## config.mk

```make
export PLATFORM = sky130hd
export DESIGN_NAME = lswc_out
export DESIGN_NICKNAME = d
export VERILOG_FILES = /design/src/hw/rtl/line_segment_window_clipper_assert.svh /design/src/hw/rtl/lswc_pkg.sv /design/src/hw/rtl/lswc_out.sv
export SDC_FILE = /design/constraint.sdc
export NUM_CORES = 1
export LEC_CHECK = 0
export BUFFER_PORTS_ARGS = -buffer_cell sky130_fd_sc_hd__buf_4
export CORE_UTILIZATION = 47
export DETAILED_ROUTE_END_ITERATION = 6
export PLACE_DENSITY = 0.93
export SETUP_SLACK_MARGIN = 0.4
export SLEW_MARGIN = 0
export SYNTH_ARGS = -nofsm -noshare
export SYNTH_HDL_FRONTEND = slang
export SYNTH_SLANG_ARGS = --single-unit
```

## constraint.sdc

```tcl
create_clock -name clk -period 0.8 [get_ports clk]
set_clock_uncertainty 0.2 [all_clocks]
set_input_delay 0.08 -clock clk [delete_from_list [all_inputs] [get_ports clk]]
set_output_delay 0.08 -clock clk [all_outputs]
set_load 0.01 [all_outputs]
```

## src/hw/rtl/line_segment_window_clipper_assert.svh

```systemverilog
// Assertion macros used by the segment clipper top level
`ifndef LINE_SEGMENT_WINDOW_CLIPPER_ASSERT_SVH
`define LINE_SEGMENT_WINDOW_CLIPPER_ASSERT_SVH
`ifndef SYNTH
// Check a property on every rising edge outside reset
`define LSWC_ASSERT(lbl, ck, rn, pr, msg) \
	lbl: assert property (@(posedge ck) disable iff (!rn) (pr)) else $error(msg);
// Check that a condition implies another in the same cycle
`define LSWC_ASSERT_IMP(lbl, ck, rn, ante, cons, msg) \
	lbl: assert property (@(posedge ck) disable iff (!rn) (ante) |-> (cons)) else $error(msg);
`else
`define LSWC_ASSERT(lbl, ck, rn, pr, msg)
`define LSWC_ASSERT_IMP(lbl, ck, rn, ante, cons, msg)
`endif
`endif

```

## src/hw/rtl/lswc_pkg.sv

```systemverilog
// Types, constants and helper functions of the segment clipper
package lswc_pkg;

	localparam int COORD_BITS = 16;
	localparam int MAG_BITS   = COORD_BITS;
	localparam int QUO_BITS   = COORD_BITS;
	localparam int PROD_BITS  = 2 * MAG_BITS;
	localparam int REM_BITS   = 2 * COORD_BITS + 2;
	// per edge: setup, multiply, dividend, one stage per quotient bit, apply
	localparam int EDGE_LAT   = QUO_BITS + 4;
	// accept edge to the edge that takes the result; done rises at the edge before that
	localparam int LATENCY    = 4 * EDGE_LAT + 2;

	localparam int REG_IDX_BITS = 2;
	localparam logic [REG_IDX_BITS-1:0] REG_CORNER_A_X = 2'd0;
	localparam logic [REG_IDX_BITS-1:0] REG_CORNER_A_Y = 2'd1;
	localparam logic [REG_IDX_BITS-1:0] REG_CORNER_B_X = 2'd2;
	localparam logic [REG_IDX_BITS-1:0] REG_CORNER_B_Y = 2'd3;

	localparam logic signed [COORD_BITS-1:0] CORNER_A_RST = -COORD_BITS'(100);
	localparam logic signed [COORD_BITS-1:0] CORNER_B_RST = COORD_BITS'(100);

	typedef enum logic [1:0] {
		EDGE_LEFT   = 2'd0,
		EDGE_RIGHT  = 2'd1,
		EDGE_BOTTOM = 2'd2,
		EDGE_TOP    = 2'd3
	} edge_t;

	typedef struct packed {
		logic signed [COORD_BITS-1:0] start_x;
		logic signed [COORD_BITS-1:0] start_y;
		logic signed [COORD_BITS-1:0] end_x;
		logic signed [COORD_BITS-1:0] end_y;
	} seg_in_t;

	typedef struct packed {
		logic                         visible;
		logic                         clipped;
		logic signed [COORD_BITS-1:0] out_start_x;
		logic signed [COORD_BITS-1:0] out_start_y;
		logic signed [COORD_BITS-1:0] out_end_x;
		logic signed [COORD_BITS-1:0] out_end_y;
	} seg_out_t;

	typedef struct packed {
		logic signed [COORD_BITS-1:0] xmin;
		logic signed [COORD_BITS-1:0] xmax;
		logic signed [COORD_BITS-1:0] ymin;
		logic signed [COORD_BITS-1:0] ymax;
	} window_t;

	// segment as it travels down the pipe
	typedef struct packed {
		seg_in_t pt;
		seg_in_t org;
		logic    rej;
		logic    clp;
	} item_t;

	// edge cut terms: u = a / c, delta magnitude b
	typedef struct packed {
		logic                cut;
		logic                mv_start;
		logic                neg;
		logic [MAG_BITS-1:0] a;
		logic [MAG_BITS-1:0] b;
		logic [MAG_BITS-1:0] c;
	} cut_t;

	function automatic logic [MAG_BITS-1:0] abs_mag(input logic signed [COORD_BITS:0] v);
		logic [COORD_BITS:0] t;
		t = v[COORD_BITS] ? (~v + 1'b1) : v;
		return t[MAG_BITS-1:0];
	endfunction

	// both endpoints beyond the same window edge
	function automatic logic seg_rejected(input seg_in_t p, input window_t w);
		return (p.start_x < w.xmin && p.end_x < w.xmin) ||
			(p.start_x > w.xmax && p.end_x > w.xmax) ||
			(p.start_y > w.ymax && p.end_y > w.ymax) ||
			(p.start_y < w.ymin && p.end_y < w.ymin);
	endfunction

endpackage

```

## src/hw/rtl/lswc_out.sv

```systemverilog
// Final reject test and result register
module lswc_out (
	input  logic               clk,
	input  logic               arst_n,
	input  lswc_pkg::window_t  win,
	input  logic               in_valid,
	input  lswc_pkg::item_t    in_item,
	output logic               done,
	output lswc_pkg::seg_out_t res
);
	import lswc_pkg::*;

	logic     rej;
	seg_in_t  sel;
	seg_out_t res_d;

	always_comb begin
		rej = in_item.rej | seg_rejected(in_item.pt, win);
		// drop any cuts of a rejected segment
		sel = rej ? in_item.org : in_item.pt;
		res_d.visible     = !rej;
		res_d.clipped     = in_item.clp & !rej;
		res_d.out_start_x = sel.start_x;
		res_d.out_start_y = sel.start_y;
		res_d.out_end_x   = sel.end_x;
		res_d.out_end_y   = sel.end_y;
	end

	always_ff @(posedge clk or negedge arst_n) begin
		if (!arst_n) begin
			done <= 1'b0;
		end else begin
			done <= in_valid;
		end
	end

	always_ff @(posedge clk) begin
		res <= res_d;
	end

endmodule
```

==> flow_metrics.env, run 1 <==
export IMPL_synth_simple_area_share_pct=9.42
export IMPL_synth_top_area_cell="ha_1"
export IMPL_grt_max_degree=20
export IMPL_async_reset_ff_share_pct=1.49
export IMPL_root_buffer="clkbuf_8"
export IMPL_syn_avg_cell_area_um2=9.72
export IMPL_stop_stage="global routing"
export IMPL_htreeDepth=3
export IMPL_gp_congestion=0.955
export IMPL_synth_mux_area_fraction_pct=14.3
export IMPL_outcome="did not finish"
export IMPL_yosys_register_bits=67
export IMPL_grt_total_usage_pct=63.3
export IMPL_cts_sinks=67
export IMPL_die_x_um=106
export IMPL_syn_area_um2=5100
export IMPL_port_buffers=263
export IMPL_die_h_um=106
export IMPL_synth_xor_area_share_pct=0
export IMPL_seq_area_frac_synth_pct=26.4
export IMPL_synth_most_common_cell="ha_1"
export IMPL_ys_dominant_reg_cell="dfxtp_1"
export IMPL_worst_path_end_type="sequential cell input"
export IMPL_synth_top_area_share_pct=30.4
export IMPL_pre_cts_ws_ns=-2.37
export IMPL_post_dp_hpwl_mm=16.2
export IMPL_netlist_instances=525
export IMPL_start_util_pct=49.0
export IMPL_rows=37
export IMPL_numCtsBuffers=9
export IMPL_error="[ERROR GRT-0232] Routing congestion too high. Check the congestion heatmap in the GUI."
export IMPL_synth_area_leaders="ha_1 (30%), dfxtp_1 (26%), mux2_1 (8.8%), mux2_2 (5.3%), inv_1 (5.1%)"
export IMPL_overflow=5
export IMPL_syn_num_nets=846
export IMPL_ys_types=46
export IMPL_synth_top_family_by_area="adder cells"
export IMPL_ys_warn_count=0
export IMPL_ios=264
export IMPL_synth_common_cells="ha_1 (124), inv_1 (70), dfxtp_1 (66), a21oi_1 (45), mux2_1 (40)"
export IMPL_synth_adder_area_share_pct=30.4
export IMPL_cts_path_max_buffers=2
export IMPL_crit_endpoint="res[27]$_DFF_P_/D"
export IMPL_synth_edf_count=0
export IMPL_synth_compound_area_share_pct=13.0
per-layer routing:
metal,overflow,global-route usage (%)
met5,0,8.57
met4,2,66.9
met3,0,42.0
met2,3,91.0
met1,0,57.0
per-stage QoR:
step | instance area (µm²) | cells | util (%)
3_3_place_gp | 8230 | 1021 | 79.0
2_1_floorplan | 5360 | 525 | -
4_1_cts | 9240 | 1048 | 88.7
3_5_place_dp | 8230 | 1021 | 79.0
kinds of logic after synthesis:
logic type	Yosys count
buffers and inverters	77
and+or+nand+nor	91
muxes	65
DFF	67
AOI/OAI and AO/OA	101
adders and majority gates	124
what timing repair did:
item / CTS
pin swaps: 11
setup buffers: 7
resized for setup: 184
cloned: 4
hold endpoints to repair: 67
setup endpoints to repair: 133
==> run 2: changes to the inputs <==
Settings changed: CORE_UTILIZATION 47 to 35, PLACE_DENSITY 0.93 to unset, PLACE_DENSITY_LB_ADDON set to 0.15, SETUP_SLACK_MARGIN 0.4 to unset.
==> run 2 against run 1 <==
Effect of this change:
- the flow now finishes, with violations (negative hold slack, negative setup slack)
- synthesized area unchanged
- synthesized cell count unchanged
==> flow_metrics.env, run 2 <==
export IMPL_wl_met3_mm=1.07
export IMPL_synth_simple_area_share_pct=9.42
export IMPL_setup_viol=133
export IMPL_post_dp_hpwl_mm=14.4
export IMPL_synth_adder_area_share_pct=30.4
export IMPL_ys_warn_count=0
export IMPL_p_leak_nw=4.93
export IMPL_drive_gt1_share_pct=66.8
export IMPL_wl_met1_mm=7.28
export IMPL_gp_congestion=0.875
export IMPL_wl_met2_mm=10.3
export IMPL_setup_ws_ns=-1.83
export IMPL_hold_class="input pin to register"
export IMPL_p_switching_w=0.00424
export IMPL_critPathArrivalTime_ns=2.66
export IMPL_drc=0
export IMPL_die_h_um=123
export IMPL_dr_pass1_iters=4
export IMPL_ys_dominant_reg_cell="dfxtp_1"
export IMPL_final_common_cell="buf_4"
export IMPL_netlist_instances=525
export IMPL_critPathRequiredTime_ns=0.83
export IMPL_clkSlewWorstSetupHoldPaths_ns=0.06
export IMPL_tns_ns=-134.64
export IMPL_synth_common_cells="ha_1 (124), inv_1 (70), dfxtp_1 (66), a21oi_1 (45), mux2_1 (40)"
export IMPL_syn_area_um2=5100
export IMPL_ir_drop_mv=0.937
export IMPL_p_sw_share_pct=28.9
export IMPL_finalCritPeriodShare_pct=329
export IMPL_synth_most_common_cell="ha_1"
export IMPL_outcome="finished, violations left"
export IMPL_period_minus_slack_ns=2.63
export IMPL_power_density_nw_per_um2=1480
export IMPL_yosys_register_bits=67
export IMPL_drv_cap=0
export IMPL_maxSlewViolCount=0
export IMPL_path_cells="buf_6, inv_4, buf_6, ha_4, a21oi_2, o22ai_1, or3_1, a21oi_2, a21o_1, a21oi_2, a2111oi_4, buf_6, clkbuf_16, mux2_4"
export IMPL_numCtsBuffers=9
export IMPL_syn_avg_cell_area_um2=9.72
export IMPL_synth_edf_count=0
export IMPL_whs_ns=-0.264
export IMPL_worstSetupStartpointType="input pin"
export IMPL_syn_num_nets=846
export IMPL_seq_area_frac_synth_pct=26.4
export IMPL_synth_compound_area_share_pct=13.0
export IMPL_worst_pin_slew_ns=0.379
export IMPL_largest_reg_flops=66
export IMPL_crit_type="input pin to register"
export IMPL_grt_max_degree=18
export IMPL_p_int_w=0.0104
export IMPL_drtAntennaViolNets=0
export IMPL_rsz0062_at_grt="true"
export IMPL_timing_final_hold_violations=66
export IMPL_fmax_mhz=380
export IMPL_synth_mux_area_fraction_pct=14.3
export IMPL_detail_route_wl_per_cell_um=17.4
export IMPL_synth_area_leaders="ha_1 (30%), dfxtp_1 (26%), mux2_1 (8.8%), mux2_2 (5.3%), inv_1 (5.1%)"
export IMPL_core_um2=14000
export IMPL_dr_max_layer_used="met4"
export IMPL_final_cell_mix="buf_4 (292), ha_1 (93), buf_6 (85)"
export IMPL_syn2layout_area_growth_pct=93.6
export IMPL_slowest_stage="or3_1"
export IMPL_cts_sinks=67
export IMPL_cp_end_kind="register"
export IMPL_grt_pass1_vias=5770
export IMPL_synth_top_area_share_pct=30.4
export IMPL_cts_tree="done"
export IMPL_die_x_um=123
export IMPL_pwr_share_seq_pct=27.8
export IMPL_hold_buffers=2
export IMPL_cts_path_max_buffers=2
export IMPL_start_util_pct=36.3
export IMPL_relSlewSlack_pct=74.1
export IMPL_htreeDepth=3
export IMPL_num_fill_cells=1012
export IMPL_routed_wirelength_mm=19.1
export IMPL_n_antenna_cell=0
export IMPL_grt_first_pass_wirelength_mm=27.3
export IMPL_crit_fanout=8
export IMPL_overflow=0
export IMPL_clkPwrFrac_pct=31.1
export IMPL_nets=1237
export IMPL_design_die_area_um2=15100
export IMPL_root_buffer="clkbuf_16"
export IMPL_synth_top_area_cell="ha_1"
export IMPL_vias=5525
export IMPL_regMostFlops="res"
export IMPL_async_reset_ff_share_pct=1.49
export IMPL_ys_types=46
export IMPL_ios=264
export IMPL_grt_total_usage_pct=24.0
export IMPL_synth_top_family_by_area="adder cells"
export IMPL_port_buffers=263
export IMPL_drt_initial_drc_count=217
export IMPL_combPwrFrac_pct=41.1
export IMPL_rows=43
export IMPL_antenna_found_initial=0
export IMPL_violations="negative hold slack, negative setup slack"
export IMPL_top_regs="res (66), done (1)"
export IMPL_slowest_delay_ns=0.41
export IMPL_synth_xor_area_share_pct=0
export IMPL_viasPerCell=5.02
## run 2: final cells by class
type | count | area, µm² | area share (%)
clock buffer | 12 | 256 | 2.60
sequential | 67 | 1420 | 14.4
multi-input combinational | 381 | 4240 | 42.9
clock inverter | 4 | 72.6 | 0.734
tap | 180 | 225 | 2.28
inverter | 70 | 310 | 3.14
timing repair buffer | 387 | 3350 | 33.9
## run 2: critical path: cells and delay by family
family | cells | cell delay [ns]
compound gates | 6 | 0.98
buf+inv | 5 | 0.65
simple gates | 1 | 0.41
mux | 1 | 0.31
fa+ha+maj | 1 | 0.24
## run 2: kinds of logic after synthesis
| logic type | after synthesis |
|---|---|
| adder cells (fa/ha/maj) | 124 |
| AO/OA/AOI/OAI | 101 |
| AND/OR/NAND/NOR | 91 |
| buffers and inverters | 77 |
| flip-flops | 67 |
| multiplexers | 65 |
## run 2: through the flow
step	instances	area (µm²)	utilization, %	setup slack (ns)	power [W]
global route	1101	9880	70.4	-1.93	0.0153
global placement	1074	8300	59.1	-2.36	0.00853
finish	1101	9880	70.4	-1.83	0.0147
detailed placement	1074	8300	59.1	-2.41	0.00868
floorplan	525	5320	-	-1.92	0.00620
CTS	1100	9520	67.8	-1.84	0.0144
## run 2: power groups by stage
stage	logic, W	clock network [W]	registers (W)
finish	0.00603	0.00455	0.00407
global route	0.00647	0.00474	0.00411
CTS	0.00571	0.00461	0.00405
detailed placement	0.00470	0	0.00398
global placement	0.00456	0	0.00397
floorplan	0.00199	0	0.00420
## run 2: path summary, 6_finish.rpt
path / from / end / depth (start not counted)
worst max-delay path: win[27] / res[33] / 14
worst min-delay path: in_item[32] / res[30] / 2
min in group asynchronous: arst_n / done / 2
max in group asynchronous: arst_n / done / 2
## run 2: repair_timing
| item | 4_1_cts | 5_1_grt |
|---|---|---|
| setup buffers | 5 | 3 |
| gates resized for setup | 200 | 85 |
| pin swaps | 9 | 21 |
| gates cloned | 4 | 2 |
| setup endpoints to repair | 133 | 133 |
| hold endpoints to repair | 67 | 66 |
## run 2: layer usage
metal | track usage [%] | up-vias
li1 | - | 2707
met5 | 0 | -
met4 | 10.5 | 0
met1 | 25.1 | 2588
met2 | 45.8 | 196
met3 | 4.60 | 34
(Power assumes the default switching activity.)
==> run 3: changes to the inputs <==
Settings changed: PLACE_DENSITY set to 0.67, PLACE_DENSITY_LB_ADDON 0.15 to unset.
Clock period 0.8 ns to 3 ns, I/O delays scaled along.
==> run 3 against run 2 <==
Effect of this change:
- global-route usage rose by 0.48 points
- worst hold slack better by 0.28 ns
- cell area decreased by 4.8%
- critical path type unchanged
- non-clock buffer count rose by 55
- the run now ends clean
- combinational power decreased by 76%
- sequential cell count did not move
- core utilization is 3.4 points lower
- setup slack improved by 1.9 ns
- clock-buffer cell count rose by 1
- cell count grew 5.0%
==> flow_metrics.env, run 3 (synthesis gave the netlist of run 2 again) <==
export IMPL_top_regs="res (66), done (1)"
export IMPL_htreeDepth=3
export IMPL_worstSetupStartpointType="input pin"
export IMPL_slowest_stage="dlygate4sd3_1"
export IMPL_fmax_mhz=341
export IMPL_p_leak_nw=4.93
export IMPL_critPathArrivalTime_ns=2.95
export IMPL_largest_reg_flops=66
export IMPL_crit_type="input pin to register"
export IMPL_total_power_w=0.00349
export IMPL_setup_ws_ns=0.0706
export IMPL_cts_path_max_buffers=2
export IMPL_drv_cap=0
export IMPL_placed_cell_area_um2=8180
export IMPL_port_buffers=263
export IMPL_die_h_um=123
export IMPL_pre_cts_ws_ns=-0.439
export IMPL_vias=5772
export IMPL_worst_pin_slew_ns=0.473
export IMPL_drive_gt1_share_pct=47.5
export IMPL_clkSlewWorstSetupHoldPaths_ns=0.06
export IMPL_path_cells="dlygate4sd3_1, buf_4, o21ai_2, a211oi_2, buf_4, a21oi_4, a31o_1, o32a_1, a2111oi_4, buf_4, clkbuf_16, mux2_2"
export IMPL_nets=1292
export IMPL_period_minus_slack_ns=2.93
export IMPL_cts_tree="done"
export IMPL_grt_total_usage_pct=24.4
export IMPL_hold_path_startpoint="in_item[91]"
export IMPL_root_buffer="clkbuf_16"
export IMPL_cts_setup_buffers=0
export IMPL_final_util_pct=67.0
export IMPL_maxSlewViolCount=0
export IMPL_design_die_area_um2=15100
export IMPL_slowest_delay_ns=0.53
export IMPL_finalCritPeriodShare_pct=97.6
export IMPL_drc=0
export IMPL_crit_start="in_item[114]"
export IMPL_drt_initial_drc_count=114
export IMPL_grt_pass1_vias=6299
export IMPL_n_antenna_cell=0
export IMPL_grt_max_degree=21
export IMPL_antenna_found_initial=0
export IMPL_grt_first_pass_wirelength_mm=28.4
export IMPL_drtAntennaViolNets=0
export IMPL_crit_fanout=10
export IMPL_relSlewSlack_pct=67.7
export IMPL_cp_end_kind="register"
export IMPL_timing_final_hold_violations=0
export IMPL_routed_wirelength_mm=19.3
export IMPL_gp_congestion=0.948
export IMPL_rsz0062_at_grt="true"
export IMPL_cts_sinks=67
export IMPL_outcome="finished clean"
export IMPL_viasPerCell=4.99
export IMPL_post_dp_hpwl_mm=14.6
export IMPL_cpMostUsedCell="buf_4"
export IMPL_detail_route_wl_per_cell_um=16.7
export IMPL_final_common_cell="buf_4"
export IMPL_final_cell_mix="buf_4 (362), ha_1 (119), dlygate4sd3_1 (72)"
export IMPL_instances_no_fill=1156
export IMPL_numCtsBuffers=9
export IMPL_final_area_um2=9410
export IMPL_die_x_um=123
export IMPL_rows=43
export IMPL_dr_pass1_iters=5
export IMPL_placed_cells=1065
export IMPL_overflow=0
export IMPL_start_util_pct=36.3
export IMPL_syn2layout_area_growth_pct=84.4
export IMPL_ir_drop_mv=0.257
export IMPL_critPathRequiredTime_ns=3.02
export IMPL_core_um2=14000
export IMPL_ios=264
export IMPL_power_density_nw_per_um2=370
export IMPL_regMostFlops="res"
export IMPL_hold_class="input pin to register"
export IMPL_setup_viol=0
-- run 3: cell count changes in the layout (fill, tap and decap cells not counted), moves of 25 or more --
cell           delta
dlygate4sd3_1    +70
buf_4            +70
dfxtp_1          +61
ha_1             +26
buf_6            -84
dfxtp_2          -61
ha_4             -25
-- run 3: critical path: cells and delay by family --
| family | cells | cell delay (ns) |
|---|---|---|
| buffers and inverters | 5 | 1.20 |
| AOI/OAI and AO/OA | 6 | 1.11 |
| muxes | 1 | 0.33 |
-- run 3: worst paths after layout --
kind	end	slack, ns	cells past startpoint
max	res[12]	0.07	12
min	res[25]	0.01	2
max in group asynchronous	done	2.46	2
min in group asynchronous	done	0.06	2
-- run 3: per-stage QoR --
stage / hold slack (ns) / setup TNS, ns
finish: 0.0137 / 0
global route: 0.00914 / -3.68
CTS: 0.000639 / 0
detailed placement: -0.121 / -26.40
global placement: -0.123 / -26.78
floorplan: -0.196 / 0
-- run 3: metal layers --
metal / global-route usage, % / vias up / share of wire, %
met5: 0 / - / 0
met4: 12.4 / 0 / 3.0
met3: 5.86 / 46 / 7.6
met2: 47.8 / 256 / 53
met1: 23.4 / 2660 / 37
li1: - / 2810 / -
-- run 3: power breakdown --
part	leakage (nW)	internal (W)	switching, W
sequential	0.568	0.00101	0.0000356
clock	0.133	0.000580	0.000426
combinational	4.23	0.000849	0.000586
total	4.93	0.00244	0.00105
-- run 3: layout make-up --
type                    instances  area, µm²
clock inverters                 3       15.0
multi-input cells             381       3710
well taps                     180        225
repair buffers                442       3600
inverters                      70        263
flip-flops and latches         67       1350
clock buffers                  13        250
fillers                      1075       4630
-- run 3: timing repair --
| item | CTS | global route |
|---|---|---|
| cloned | 0 | 3 |
| endpoints found under the hold margin | 67 | 0 |
| resized for setup | 1 | 44 |
| endpoints found under the setup margin | 64 | 64 |
| hold buffers | 72 | 0 |
| pin swaps | 0 | 4 |
