--- src/hw/rtl/line_segment_window_clipper_assert.svh ---
// Assertion macros used by the segment clipper top level
`ifndef LINE_SEGMENT_WINDOW_CLIPPER_ASSERT_SVH
`define LINE_SEGMENT_WINDOW_CLIPPER_ASSERT_SVH
`ifndef SYNTH
// Check a property on every rising edge outside reset
`define LSWC_ASSERT(lbl, ck, rn, pr, msg) \
	lbl: assert property (@(posedge ck) disable iff (!rn) (pr)) else $error(msg);
// Check that a condition implies another in the same cycle
`define LSWC_ASSERT_IMP(lbl, ck, rn, ante, cons, msg) \
	lbl: assert property (@(posedge ck) disable iff (!rn) (ante) |-> (cons)) else $error(msg);
`else
`define LSWC_ASSERT(lbl, ck, rn, pr, msg)
`define LSWC_ASSERT_IMP(lbl, ck, rn, ante, cons, msg)
`endif
`endif

--- src/hw/rtl/lswc_pkg.sv ---
// Types, constants and helper functions of the segment clipper
package lswc_pkg;

	localparam int COORD_BITS = 16;
	localparam int MAG_BITS   = COORD_BITS;
	localparam int QUO_BITS   = COORD_BITS;
	localparam int PROD_BITS  = 2 * MAG_BITS;
	localparam int REM_BITS   = 2 * COORD_BITS + 2;
	// per edge: setup, multiply, dividend, one stage per quotient bit, apply
	localparam int EDGE_LAT   = QUO_BITS + 4;
	// accept edge to the edge that takes the result; done rises at the edge before that
	localparam int LATENCY    = 4 * EDGE_LAT + 2;

	localparam int REG_IDX_BITS = 2;
	localparam logic [REG_IDX_BITS-1:0] REG_CORNER_A_X = 2'd0;
	localparam logic [REG_IDX_BITS-1:0] REG_CORNER_A_Y = 2'd1;
	localparam logic [REG_IDX_BITS-1:0] REG_CORNER_B_X = 2'd2;
	localparam logic [REG_IDX_BITS-1:0] REG_CORNER_B_Y = 2'd3;

	localparam logic signed [COORD_BITS-1:0] CORNER_A_RST = -COORD_BITS'(100);
	localparam logic signed [COORD_BITS-1:0] CORNER_B_RST = COORD_BITS'(100);

	typedef enum logic [1:0] {
		EDGE_LEFT   = 2'd0,
		EDGE_RIGHT  = 2'd1,
		EDGE_BOTTOM = 2'd2,
		EDGE_TOP    = 2'd3
	} edge_t;

	typedef struct packed {
		logic signed [COORD_BITS-1:0] start_x;
		logic signed [COORD_BITS-1:0] start_y;
		logic signed [COORD_BITS-1:0] end_x;
		logic signed [COORD_BITS-1:0] end_y;
	} seg_in_t;

	typedef struct packed {
		logic                         visible;
		logic                         clipped;
		logic signed [COORD_BITS-1:0] out_start_x;
		logic signed [COORD_BITS-1:0] out_start_y;
		logic signed [COORD_BITS-1:0] out_end_x;
		logic signed [COORD_BITS-1:0] out_end_y;
	} seg_out_t;

	typedef struct packed {
		logic signed [COORD_BITS-1:0] xmin;
		logic signed [COORD_BITS-1:0] xmax;
		logic signed [COORD_BITS-1:0] ymin;
		logic signed [COORD_BITS-1:0] ymax;
	} window_t;

	// segment as it travels down the pipe
	typedef struct packed {
		seg_in_t pt;
		seg_in_t org;
		logic    rej;
		logic    clp;
	} item_t;

	// edge cut terms: u = a / c, delta magnitude b
	typedef struct packed {
		logic                cut;
		logic                mv_start;
		logic                neg;
		logic [MAG_BITS-1:0] a;
		logic [MAG_BITS-1:0] b;
		logic [MAG_BITS-1:0] c;
	} cut_t;

	function automatic logic [MAG_BITS-1:0] abs_mag(input logic signed [COORD_BITS:0] v);
		logic [COORD_BITS:0] t;
		t = v[COORD_BITS] ? (~v + 1'b1) : v;
		return t[MAG_BITS-1:0];
	endfunction

	// both endpoints beyond the same window edge
	function automatic logic seg_rejected(input seg_in_t p, input window_t w);
		return (p.start_x < w.xmin && p.end_x < w.xmin) ||
			(p.start_x > w.xmax && p.end_x > w.xmax) ||
			(p.start_y > w.ymax && p.end_y > w.ymax) ||
			(p.start_y < w.ymin && p.end_y < w.ymin);
	endfunction

endpackage

--- src/hw/rtl/lswc_edge.sv ---
// One clipping edge: reject test, cut setup, multiply, pipelined divide, apply
module lswc_edge #(
	parameter lswc_pkg::edge_t EDGE = lswc_pkg::EDGE_LEFT
) (
	input  logic              clk,
	input  logic              arst_n,
	input  lswc_pkg::window_t win,
	input  logic              in_valid,
	input  lswc_pkg::item_t   in_item,
	output logic              out_valid,
	output lswc_pkg::item_t   out_item
);
	import lswc_pkg::*;

	localparam logic IS_Y   = (EDGE == EDGE_BOTTOM) || (EDGE == EDGE_TOP);
	localparam logic IS_MAX = (EDGE == EDGE_RIGHT) || (EDGE == EDGE_TOP);
	localparam int   N      = COORD_BITS;

	// setup stage
	logic signed [N-1:0] bound, c0, c1, o0, o1, bound_a, o0_a;
	logic signed [N:0]   num, den, db;
	logic [MAG_BITS-1:0] mag_num, mag_den;
	logic                rej_now;
	item_t               item_d;
	cut_t                cut_d;

	always_comb begin
		rej_now = in_item.rej | seg_rejected(in_item.pt, win);
		if (IS_Y) begin
			bound = IS_MAX ? win.ymax : win.ymin;
			c0 = in_item.pt.start_y;
			c1 = in_item.pt.end_y;
			o0 = in_item.pt.start_x;
			o1 = in_item.pt.end_x;
		end else begin
			bound = IS_MAX ? win.xmax : win.xmin;
			c0 = in_item.pt.start_x;
			c1 = in_item.pt.end_x;
			o0 = in_item.pt.start_y;
			o1 = in_item.pt.end_y;
		end
		num = {bound[N-1], bound} - {c0[N-1], c0};
		den = {c1[N-1], c1} - {c0[N-1], c0};
		db  = {o1[N-1], o1} - {o0[N-1], o0};
		mag_num = abs_mag(num);
		mag_den = abs_mag(den);
		cut_d.cut = !rej_now && (den != '0) && (num != '0) &&
			(num[N] == den[N]) && (mag_num < mag_den);
		cut_d.mv_start = IS_MAX ? (c0 > c1) : (c0 < c1);
		cut_d.neg = db[N];
		cut_d.a = mag_num;
		cut_d.b = abs_mag(db);
		cut_d.c = mag_den;
		item_d = in_item;
		item_d.rej = rej_now;
	end

	logic                 v_s1, v_s2, v_s3;
	item_t                item_s1, item_s2, item_s3;
	cut_t                 cut_s1, cut_s2, cut_s3;
	logic [PROD_BITS-1:0] prod_s2;
	logic [REM_BITS-1:0]  rem_s3;
	logic [MAG_BITS-1:0]  k_s2;

	always_comb begin
		k_s2 = cut_s2.neg ? (cut_s2.c - 1'b1) : cut_s2.c;
	end

	always_ff @(posedge clk or negedge arst_n) begin
		if (!arst_n) begin
			v_s1 <= 1'b0;
			v_s2 <= 1'b0;
			v_s3 <= 1'b0;
		end else begin
			v_s1 <= in_valid;
			v_s2 <= v_s1;
			v_s3 <= v_s2;
		end
	end

	always_ff @(posedge clk) begin
		item_s1 <= item_d;
		cut_s1  <= cut_d;
		item_s2 <= item_s1;
		cut_s2  <= cut_s1;
		prod_s2 <= cut_s1.a * cut_s1.b;
		item_s3 <= item_s2;
		cut_s3  <= cut_s2;
		rem_s3  <= REM_BITS'({prod_s2, 1'b0}) + REM_BITS'(k_s2);
	end

	// restoring divider, one quotient bit per stage, MSB first
	logic                v_sd    [QUO_BITS];
	item_t               item_sd [QUO_BITS];
	cut_t                cut_sd  [QUO_BITS];
	logic [REM_BITS-1:0] rem_sd  [QUO_BITS];
	logic [QUO_BITS-1:0] quo_sd  [QUO_BITS];

	genvar j;
	for (j = 0; j < QUO_BITS; j++) begin : g_div
		localparam int SH = QUO_BITS - 1 - j;
		logic                v_in;
		item_t               item_in;
		cut_t                cut_in;
		logic [REM_BITS-1:0] rem_in, sub;
		logic [QUO_BITS-1:0] quo_in, quo_nx;
		logic [REM_BITS-1:0] rem_nx;

		if (j == 0) begin : g_first
			assign v_in    = v_s3;
			assign item_in = item_s3;
			assign cut_in  = cut_s3;
			assign rem_in  = rem_s3;
			assign quo_in  = '0;
		end else begin : g_next
			assign v_in    = v_sd[j-1];
			assign item_in = item_sd[j-1];
			assign cut_in  = cut_sd[j-1];
			assign rem_in  = rem_sd[j-1];
			assign quo_in  = quo_sd[j-1];
		end

		always_comb begin
			sub = REM_BITS'({cut_in.c, 1'b0}) << SH;
			rem_nx = rem_in;
			quo_nx = quo_in;
			if (rem_in >= sub) begin
				rem_nx = rem_in - sub;
				quo_nx[SH] = 1'b1;
			end
		end

		always_ff @(posedge clk or negedge arst_n) begin
			if (!arst_n) begin
				v_sd[j] <= 1'b0;
			end else begin
				v_sd[j] <= v_in;
			end
		end

		always_ff @(posedge clk) begin
			item_sd[j] <= item_in;
			cut_sd[j]  <= cut_in;
			rem_sd[j]  <= rem_nx;
			quo_sd[j]  <= quo_nx;
		end
	end

	// apply stage: move the outside endpoint onto the edge
	item_t             item_a;
	cut_t              cut_a;
	logic [QUO_BITS-1:0] quo_a;
	logic signed [N:0] res_a;
	logic signed [N-1:0] v_new;

	always_comb begin
		item_a = item_sd[QUO_BITS-1];
		cut_a  = cut_sd[QUO_BITS-1];
		quo_a  = quo_sd[QUO_BITS-1];
		if (IS_Y) begin
			bound_a = IS_MAX ? win.ymax : win.ymin;
			o0_a = item_a.pt.start_x;
		end else begin
			bound_a = IS_MAX ? win.xmax : win.xmin;
			o0_a = item_a.pt.start_y;
		end
		if (cut_a.neg) begin
			res_a = {o0_a[N-1], o0_a} - {1'b0, quo_a};
		end else begin
			res_a = {o0_a[N-1], o0_a} + {1'b0, quo_a};
		end
		v_new = res_a[N-1:0];
		if (cut_a.cut) begin
			item_a.clp = 1'b1;
			if (cut_a.mv_start) begin
				item_a.pt.start_x = IS_Y ? v_new : bound_a;
				item_a.pt.start_y = IS_Y ? bound_a : v_new;
			end else begin
				item_a.pt.end_x = IS_Y ? v_new : bound_a;
				item_a.pt.end_y = IS_Y ? bound_a : v_new;
			end
		end
	end

	always_ff @(posedge clk or negedge arst_n) begin
		if (!arst_n) begin
			out_valid <= 1'b0;
		end else begin
			out_valid <= v_sd[QUO_BITS-1];
		end
	end

	always_ff @(posedge clk) begin
		out_item <= item_a;
	end

endmodule

--- config.mk ---
export PLATFORM = sky130hd
export DESIGN_NAME = lswc_edge
export DESIGN_NICKNAME = d
export VERILOG_FILES = /design/src/hw/rtl/line_segment_window_clipper_assert.svh /design/src/hw/rtl/lswc_pkg.sv /design/src/hw/rtl/lswc_edge.sv
export SDC_FILE = /design/constraint.sdc
export NUM_CORES = 2
export LEC_CHECK = 0
export BUFFER_PORTS_ARGS = -buffer_cell sky130_fd_sc_hd__buf_2
export CORE_MARGIN = 2
export CORE_UTILIZATION = 30
export DETAILED_ROUTE_END_ITERATION = 10
export PLACE_DENSITY = 0.48
export SYNTH_ARGS = -nofsm -noshare
export SYNTH_HDL_FRONTEND = slang
export SYNTH_SLANG_ARGS = --single-unit
--- constraint.sdc ---
create_clock -name clk -period 14.4 [get_ports clk]
set_input_delay 1.44 -clock clk [delete_from_list [all_inputs] [get_ports clk]]
set_output_delay 1.44 -clock clk [all_outputs]
set_load 0.02 [all_outputs]
# [Yosys cells after proc, flatten, opt, wreduce, memory -nomap -nowiden]
# Memories as Yosys holds them, arrays and structs flattened.
# Index checks and enable logic that the tools add are counted.
[word_totals] ff_bits=759 inputBits=197 mem_bits_rw=3696 word_cells=196 n_memories=4 output_inout_bits=131
[mem_list] memory="item_sd" words=16 width=130 read_ports=16 rd_ports_with_merged_regs=0 wr=16 line_no="lswc_edge.sv:94" source="item_t item_sd [QUO_BITS];"
[mem_list] memory="cut_sd" words=16 width=51 read_ports=16 rd_ports_with_merged_regs=0 wr=16 line_no="lswc_edge.sv:95" source="cut_t cut_sd [QUO_BITS];"
[mem_list] memory="rem_sd" words=16 width=34 read_ports=15 rd_ports_with_merged_regs=0 wr=16 line_no="lswc_edge.sv:96" source="logic [REM_BITS-1:0] rem_sd [QUO_BITS];"
[mem_list] memory="quo_sd" words=16 width=16 read_ports=16 rd_ports_with_merged_regs=0 wr=16 line_no="lswc_edge.sv:97" source="logic [QUO_BITS-1:0] quo_sd [QUO_BITS];"
[classes] eq_ne=1 muxes=40 n_lt_le_gt_ge=26 reduce_logical=14 addsub=26 bitwise=4 mul=1
[op_table] cell="two-way mux 34 bit" count=16
[op_table] cell="< comparator 16 bit" count=6
[op_table] cell="two-way mux 16 bit" count=5
[op_table] cell="greater-than comparator 16 bit" count=4
[op_table] cell="two-way mux 32 bit" count=2
[op_table] cell="two-way mux 64 bit" count=1
[op_table] cell="subtractor 16 x 16 -> 17 bit" count=3
[op_table] cell="adder 16 x 1 -> 16 bit (second input constant)" count=3
[op_table] cell="inverter 16 bit" count=3
[op_table] cell="adder 33 x 16 -> 34 bit" count=1
[op_table] cell=">= comparator 34 x 17 -> 1 bit" count=1
[op_table] cell=">= comparator 34 x 18 -> 1 bit" count=1
[op_table] cell=">= comparator 34 x 19 -> 1 bit" count=1
[op_table] cell=">= comparator 34 x 20 -> 1 bit" count=1
[op_table] cell=">= comparator 34 x 21 -> 1 bit" count=1
[op_table] cell=">= comparator 34 x 22 -> 1 bit" count=1
[op_table] cell=">= comparator 34 x 23 -> 1 bit" count=1
[op_table] cell=">= comparator 34 x 24 -> 1 bit" count=1
[op_table] cell=">= comparator 34 x 25 -> 1 bit" count=1
[op_table] cell=">= comparator 34 x 26 -> 1 bit" count=1
[op_table] cell=">= comparator 34 x 27 -> 1 bit" count=1
[op_table] cell=">= comparator 34 x 28 -> 1 bit" count=1
[op_table] cell=">= comparator 34 x 29 -> 1 bit" count=1
[op_table] cell=">= comparator 34 x 30 -> 1 bit" count=1
[op_table] cell="other kinds (29)" count=54

# [Depth between registers and ports, before layout]
[depth] ltp_word=11 ltp_mapped=24 depth_no_buf=23

# [Least setup slack after synthesis]
# Ideal clock, no wire load.
[synth_timing] path_kind="flip-flop to flip-flop" start="reg cut_s1[19] (netlist name)" end="reg prod_s2[30]" setup_time_ps=72 stages_incl_launch_ff=22 t_required_ps=14328 slack_ps=8259 n_path_buf=1 synth_period_minus_slack_ps=6141 t_arrival_ps=6069 cell_sequence="dfxtp_1 clkbuf_1 nand2_1 fa_1 fa_1 fa_1 inv_1 fa_1 fa_1 inv_1 fa_1 inv_1 ha_1 a21oi_1 o21ai_1 a31oi_1 a31oi_1 a2111oi_0 nor3_1 or3_1 a21oi_1 xnor2_1"
[synth_via] elab_chain_len=1
[synth_lines] element="from (decl)" line_no="lswc_edge.sv:60" source="cut_t cut_s1, cut_s2, cut_s3;"
[synth_lines] element="from (signal assigned)" line_no="lswc_edge.sv:83" source="cut_s1 <= cut_d;"
[synth_lines] element="multiplier 16 x 16 -> 32 bit" line_no="lswc_edge.sv:86" source="prod_s2 <= cut_s1.a * cut_s1.b;"
[synth_lines] element="to (signal assigned)" line_no="lswc_edge.sv:86"
[synth_lines] element="to (decl)" line_no="lswc_edge.sv:61" source="logic [PROD_BITS-1:0] prod_s2;"
# Every way passes these cells.
# A chain may end at the register's enable or synchronous reset.

# [Worst setup path in the final report]
[layout_timing] start="reg cut_s1[38] (netlist name)" end="reg prod_s2[30]"
# Same word-level chain as after synthesis.

==> results.yml <==
die:
  start_util: 0.301
  die_y_um: 609
  core-area_mm2: 0.365
  num_rows: 222
  die-area_mm2: 0.371
  pin_count: 328
  dieWidth_um: 609
drt:
  drtPass1Iterations: 5
  wirelength_mm: 225
  drc: 0
  routedWlPerCell_um: 15.5
  drtIter0Drc: 2909
  drtAntennaViolNets: 0
  vias: 60200
  vias_per_cell: 4.15
timing:
  hold_viol: 0
  final_max_slew_viol_count: 0
  worst_pin_slew_ps: 1280
  fin_crit_sh: 0.496
  skew_ps: 101
  slew_headroom: 0.144
  rsz0062_at_grt: "no"
  fin_crit_ps: 7140
  fmax_mhz: 140
  finalSetupViolCount: 0
  setup_tns_ps: 0
grt:
  antenna_found_initial: 26
  grt_pass1_wl_mm: 351
  grt_max_degree: 64
  grt_overflow: 0
  grtUsageTotal: 0.120
  grt_pass1_vias: 62500
cells_and_area:
  nets: 10400
  fillerInstances: 35500
  syn2layout_area_growth_pct: 18.6
  post_route_cells_drive_above_1_share: 0.106
  fin_cells: 14500
setup_path:
  crit_chain: "and2_1 > fa_1 > inv_1 > fa_1 > fa_1 > fa_1 > inv_1 > fa_1 > inv_1 > fa_1 > inv_1 > ha_1 > a21oi_1 > o21ai_1 > a31oi_1 > a31oi_1 > a2111oi_0 > nor3_1 > or3_1 > a21oi_1 > xnor2_1"
  worstPathMaxFanout: 16
  critical_path_depth: 21
  endpoint_kind: "flip-flop"
  max_stage_delay_ps: 970
  critPathLaunchType: "flip-flop"
  crit_start: "cut_s1[38]"
  critical_path_class: "reg -> reg"
  crit_buf_inv: 4
  critPathSlowestCell: "dfxtp_1"
  r2r_start: "cut_s1[38]"
  r2r_cells: 21
  required_ps: 15180
  crit_top_cell: "fa_1"
  cp_top_family: "adder cells"
  arrival_ps: 7920
cts:
  post_cts_buffers: 0
  worstSkewPairLatency_ps: 940
  cts_resized: 0
  clock-root-buffer: "clkbuf_16"
  path_clk_slew_ps: 70
  cts-buffers-inserted: 372
  h-tree-depth: 5
  cts_sinks: 3709
  cts_tree: "yes"
  cts.path.max_buffers: 4
  holdBufCountCts: 0
placed_design:
  place_congestion: 0.867
  dp_hpwl_mm: 167
  placed_cells: 13800
  io_buffers: 327
logic_synthesis:
  synthFlopType: "dfxtp_1"
  postSynthCellCount: 8789
  syn_area_mm2: 0.110
  synthDistinctLibCells: 84
  synth_top_area_share: 0.673
  synth-warning-count: 0
  syn_nets: 9769
  ys_seq_elements: 3709
  avgSynthCellArea_um2: 12.5
  async_flop_share: 0.00539
  yosys.area.top_type: "dfxtp_1"
  synth-seq-area-share: 0.678
  synth_edf_count: 0
  ys_top_cells_by_area: "dfxtp_1 (67%), ha_1 (6.5%), fa_1 (3.9%)"
min_path:
  min_from: "item_sd[0][250]"
  holdPathStages: 0
  worst_hold_path_type: "reg -> reg"
status:
  outcome: "completed"
run:
  cap_violations: 0
[per-stage QoR]
stage	util	hold slack [ps]	setup WS, ps	cell area, um^2
finish	0.357	269	7260	130000
global route	0.357	263	6890	130000
CTS	0.357	251	7260	130000
detailed placement	0.321	312	7300	117000
global placement	0.321	310	7210	117000
floorplan	-	310	8260	110000
[worst paths after layout]
path / endpoint / slack (ps)
worst max-delay path: prod_s2[30] / 7260
worst max register to register: prod_s2[30] / 7260
min in group asynchronous: g_div[10].v_in / 480
worst min-delay path: item_sd[0][380] / 270
worst min register to register: item_sd[0][380] / 270
max in group asynchronous: g_div[0].v_in / 13620
[area by class of cell]
cell class	instances	area, um^2	share of cell area
flip-flops and latches	3709	74400	0.571
multi-input cells	4276	32400	0.249
clock buffers	508	10500	0.0809
well taps	4816	6030	0.0463
inverters	693	2600	0.0200
clock inverters	165	2420	0.0186
repair buffers	347	1790	0.0137
diodes	13	32.5	0.000250
[sequential cells by signal, indices dropped and copies added, names as in the netlist]
name,cells
cut_s1,51
cut_s2,19
cut_s3,19
cut_sd,288
g_div.item_in,130
g_div.rem_in,34
g_div.v_in,16
item_s1,130
item_s2,130
item_sd,2080
out_item,130
out_valid,1
prod_s2,32
quo_sd,136
rem_sd,510
v_s1,1
v_s2,1
v_sd,1
[metal layers]
metal | share of wire | GRT usage | vias up
met5 | 0 | 0 | -
met4 | 0.036 | 0.0455 | 0
met3 | 0.041 | 0.0213 | 435
met2 | 0.49 | 0.212 | 1043
met1 | 0.44 | 0.145 | 28400
li1 | - | - | 30300
[layout by cell type, fill, tap and decap left out, types with 32 or more instances in the layout]
master     netlist  final
ha_1           569    569
inv_1          686    686
xor2_1         230    230
a21oi_1        346    345
nand2_1        546    545
o21ai_0        232    232
and2_1         133    133
clkinv_2         0     56
fa_1           214    214
nor3_1         134    133
nand2b_1        88     87
clkbuf_1       102     68
nor2_1         389    389
and3_1          38     38
nand3_1         71     71
o31ai_1         34     32
or3_1           46     46
nor4_1          76     76
bufinv_16        0     42
a31oi_1         40     38
clkbuf_16        0    375
a21o_1         100    100
o21a_1          57     57
o21ai_1        101    100
xnor2_1        256    256
nand4_1         60     60
dfxtp_1       3689   3689
buf_2            2    327
clkbuf_8         0     65
a211oi_1        35     35
nor2b_1         70     70
[cells by family after synthesis]
group / count (synthesis) / synth area share
XOR/XNOR: 486 / 0.0388
flip-flops: 3709 / 0.678
multiplexers: 58 / 0.00596
adder cells (fa/ha/maj): 783 / 0.104
AO/OA/AOI/OAI: 1176 / 0.0668
buffers and inverters: 804 / 0.0277
AND/OR/NAND/NOR: 1773 / 0.0793
[synth_stat cells, types with 12 or more instances]
cell type,number
a211o_1,13
a211oi_1,35
a21o_1,100
a21oi_1,346
a31oi_1,40
and2_1,133
and3_1,38
clkbuf_1,102
dfrtp_1,20
dfxtp_1,3689
fa_1,214
ha_1,569
inv_1,686
mux2_1,23
mux2_2,12
mux2i_1,17
nand2_1,546
nand2b_1,88
nand3_1,71
nand4_1,60
nand4b_1,12
nor2_1,389
nor2b_1,70
nor3_1,134
nor3b_1,13
nor4_1,76
nor4b_1,14
o2111ai_1,15
o211ai_1,30
o21a_1,57
o21ai_0,232
o21ai_1,101
o21bai_1,25
o31a_1,16
o31ai_1,34
or2_2,21
or3_1,46
or4_1,25
xnor2_1,256
xor2_1,230
Power is left out: the tool's default activity adds up to more than one toggle a clock period on the data nets, which glitch-free logic cannot reach.
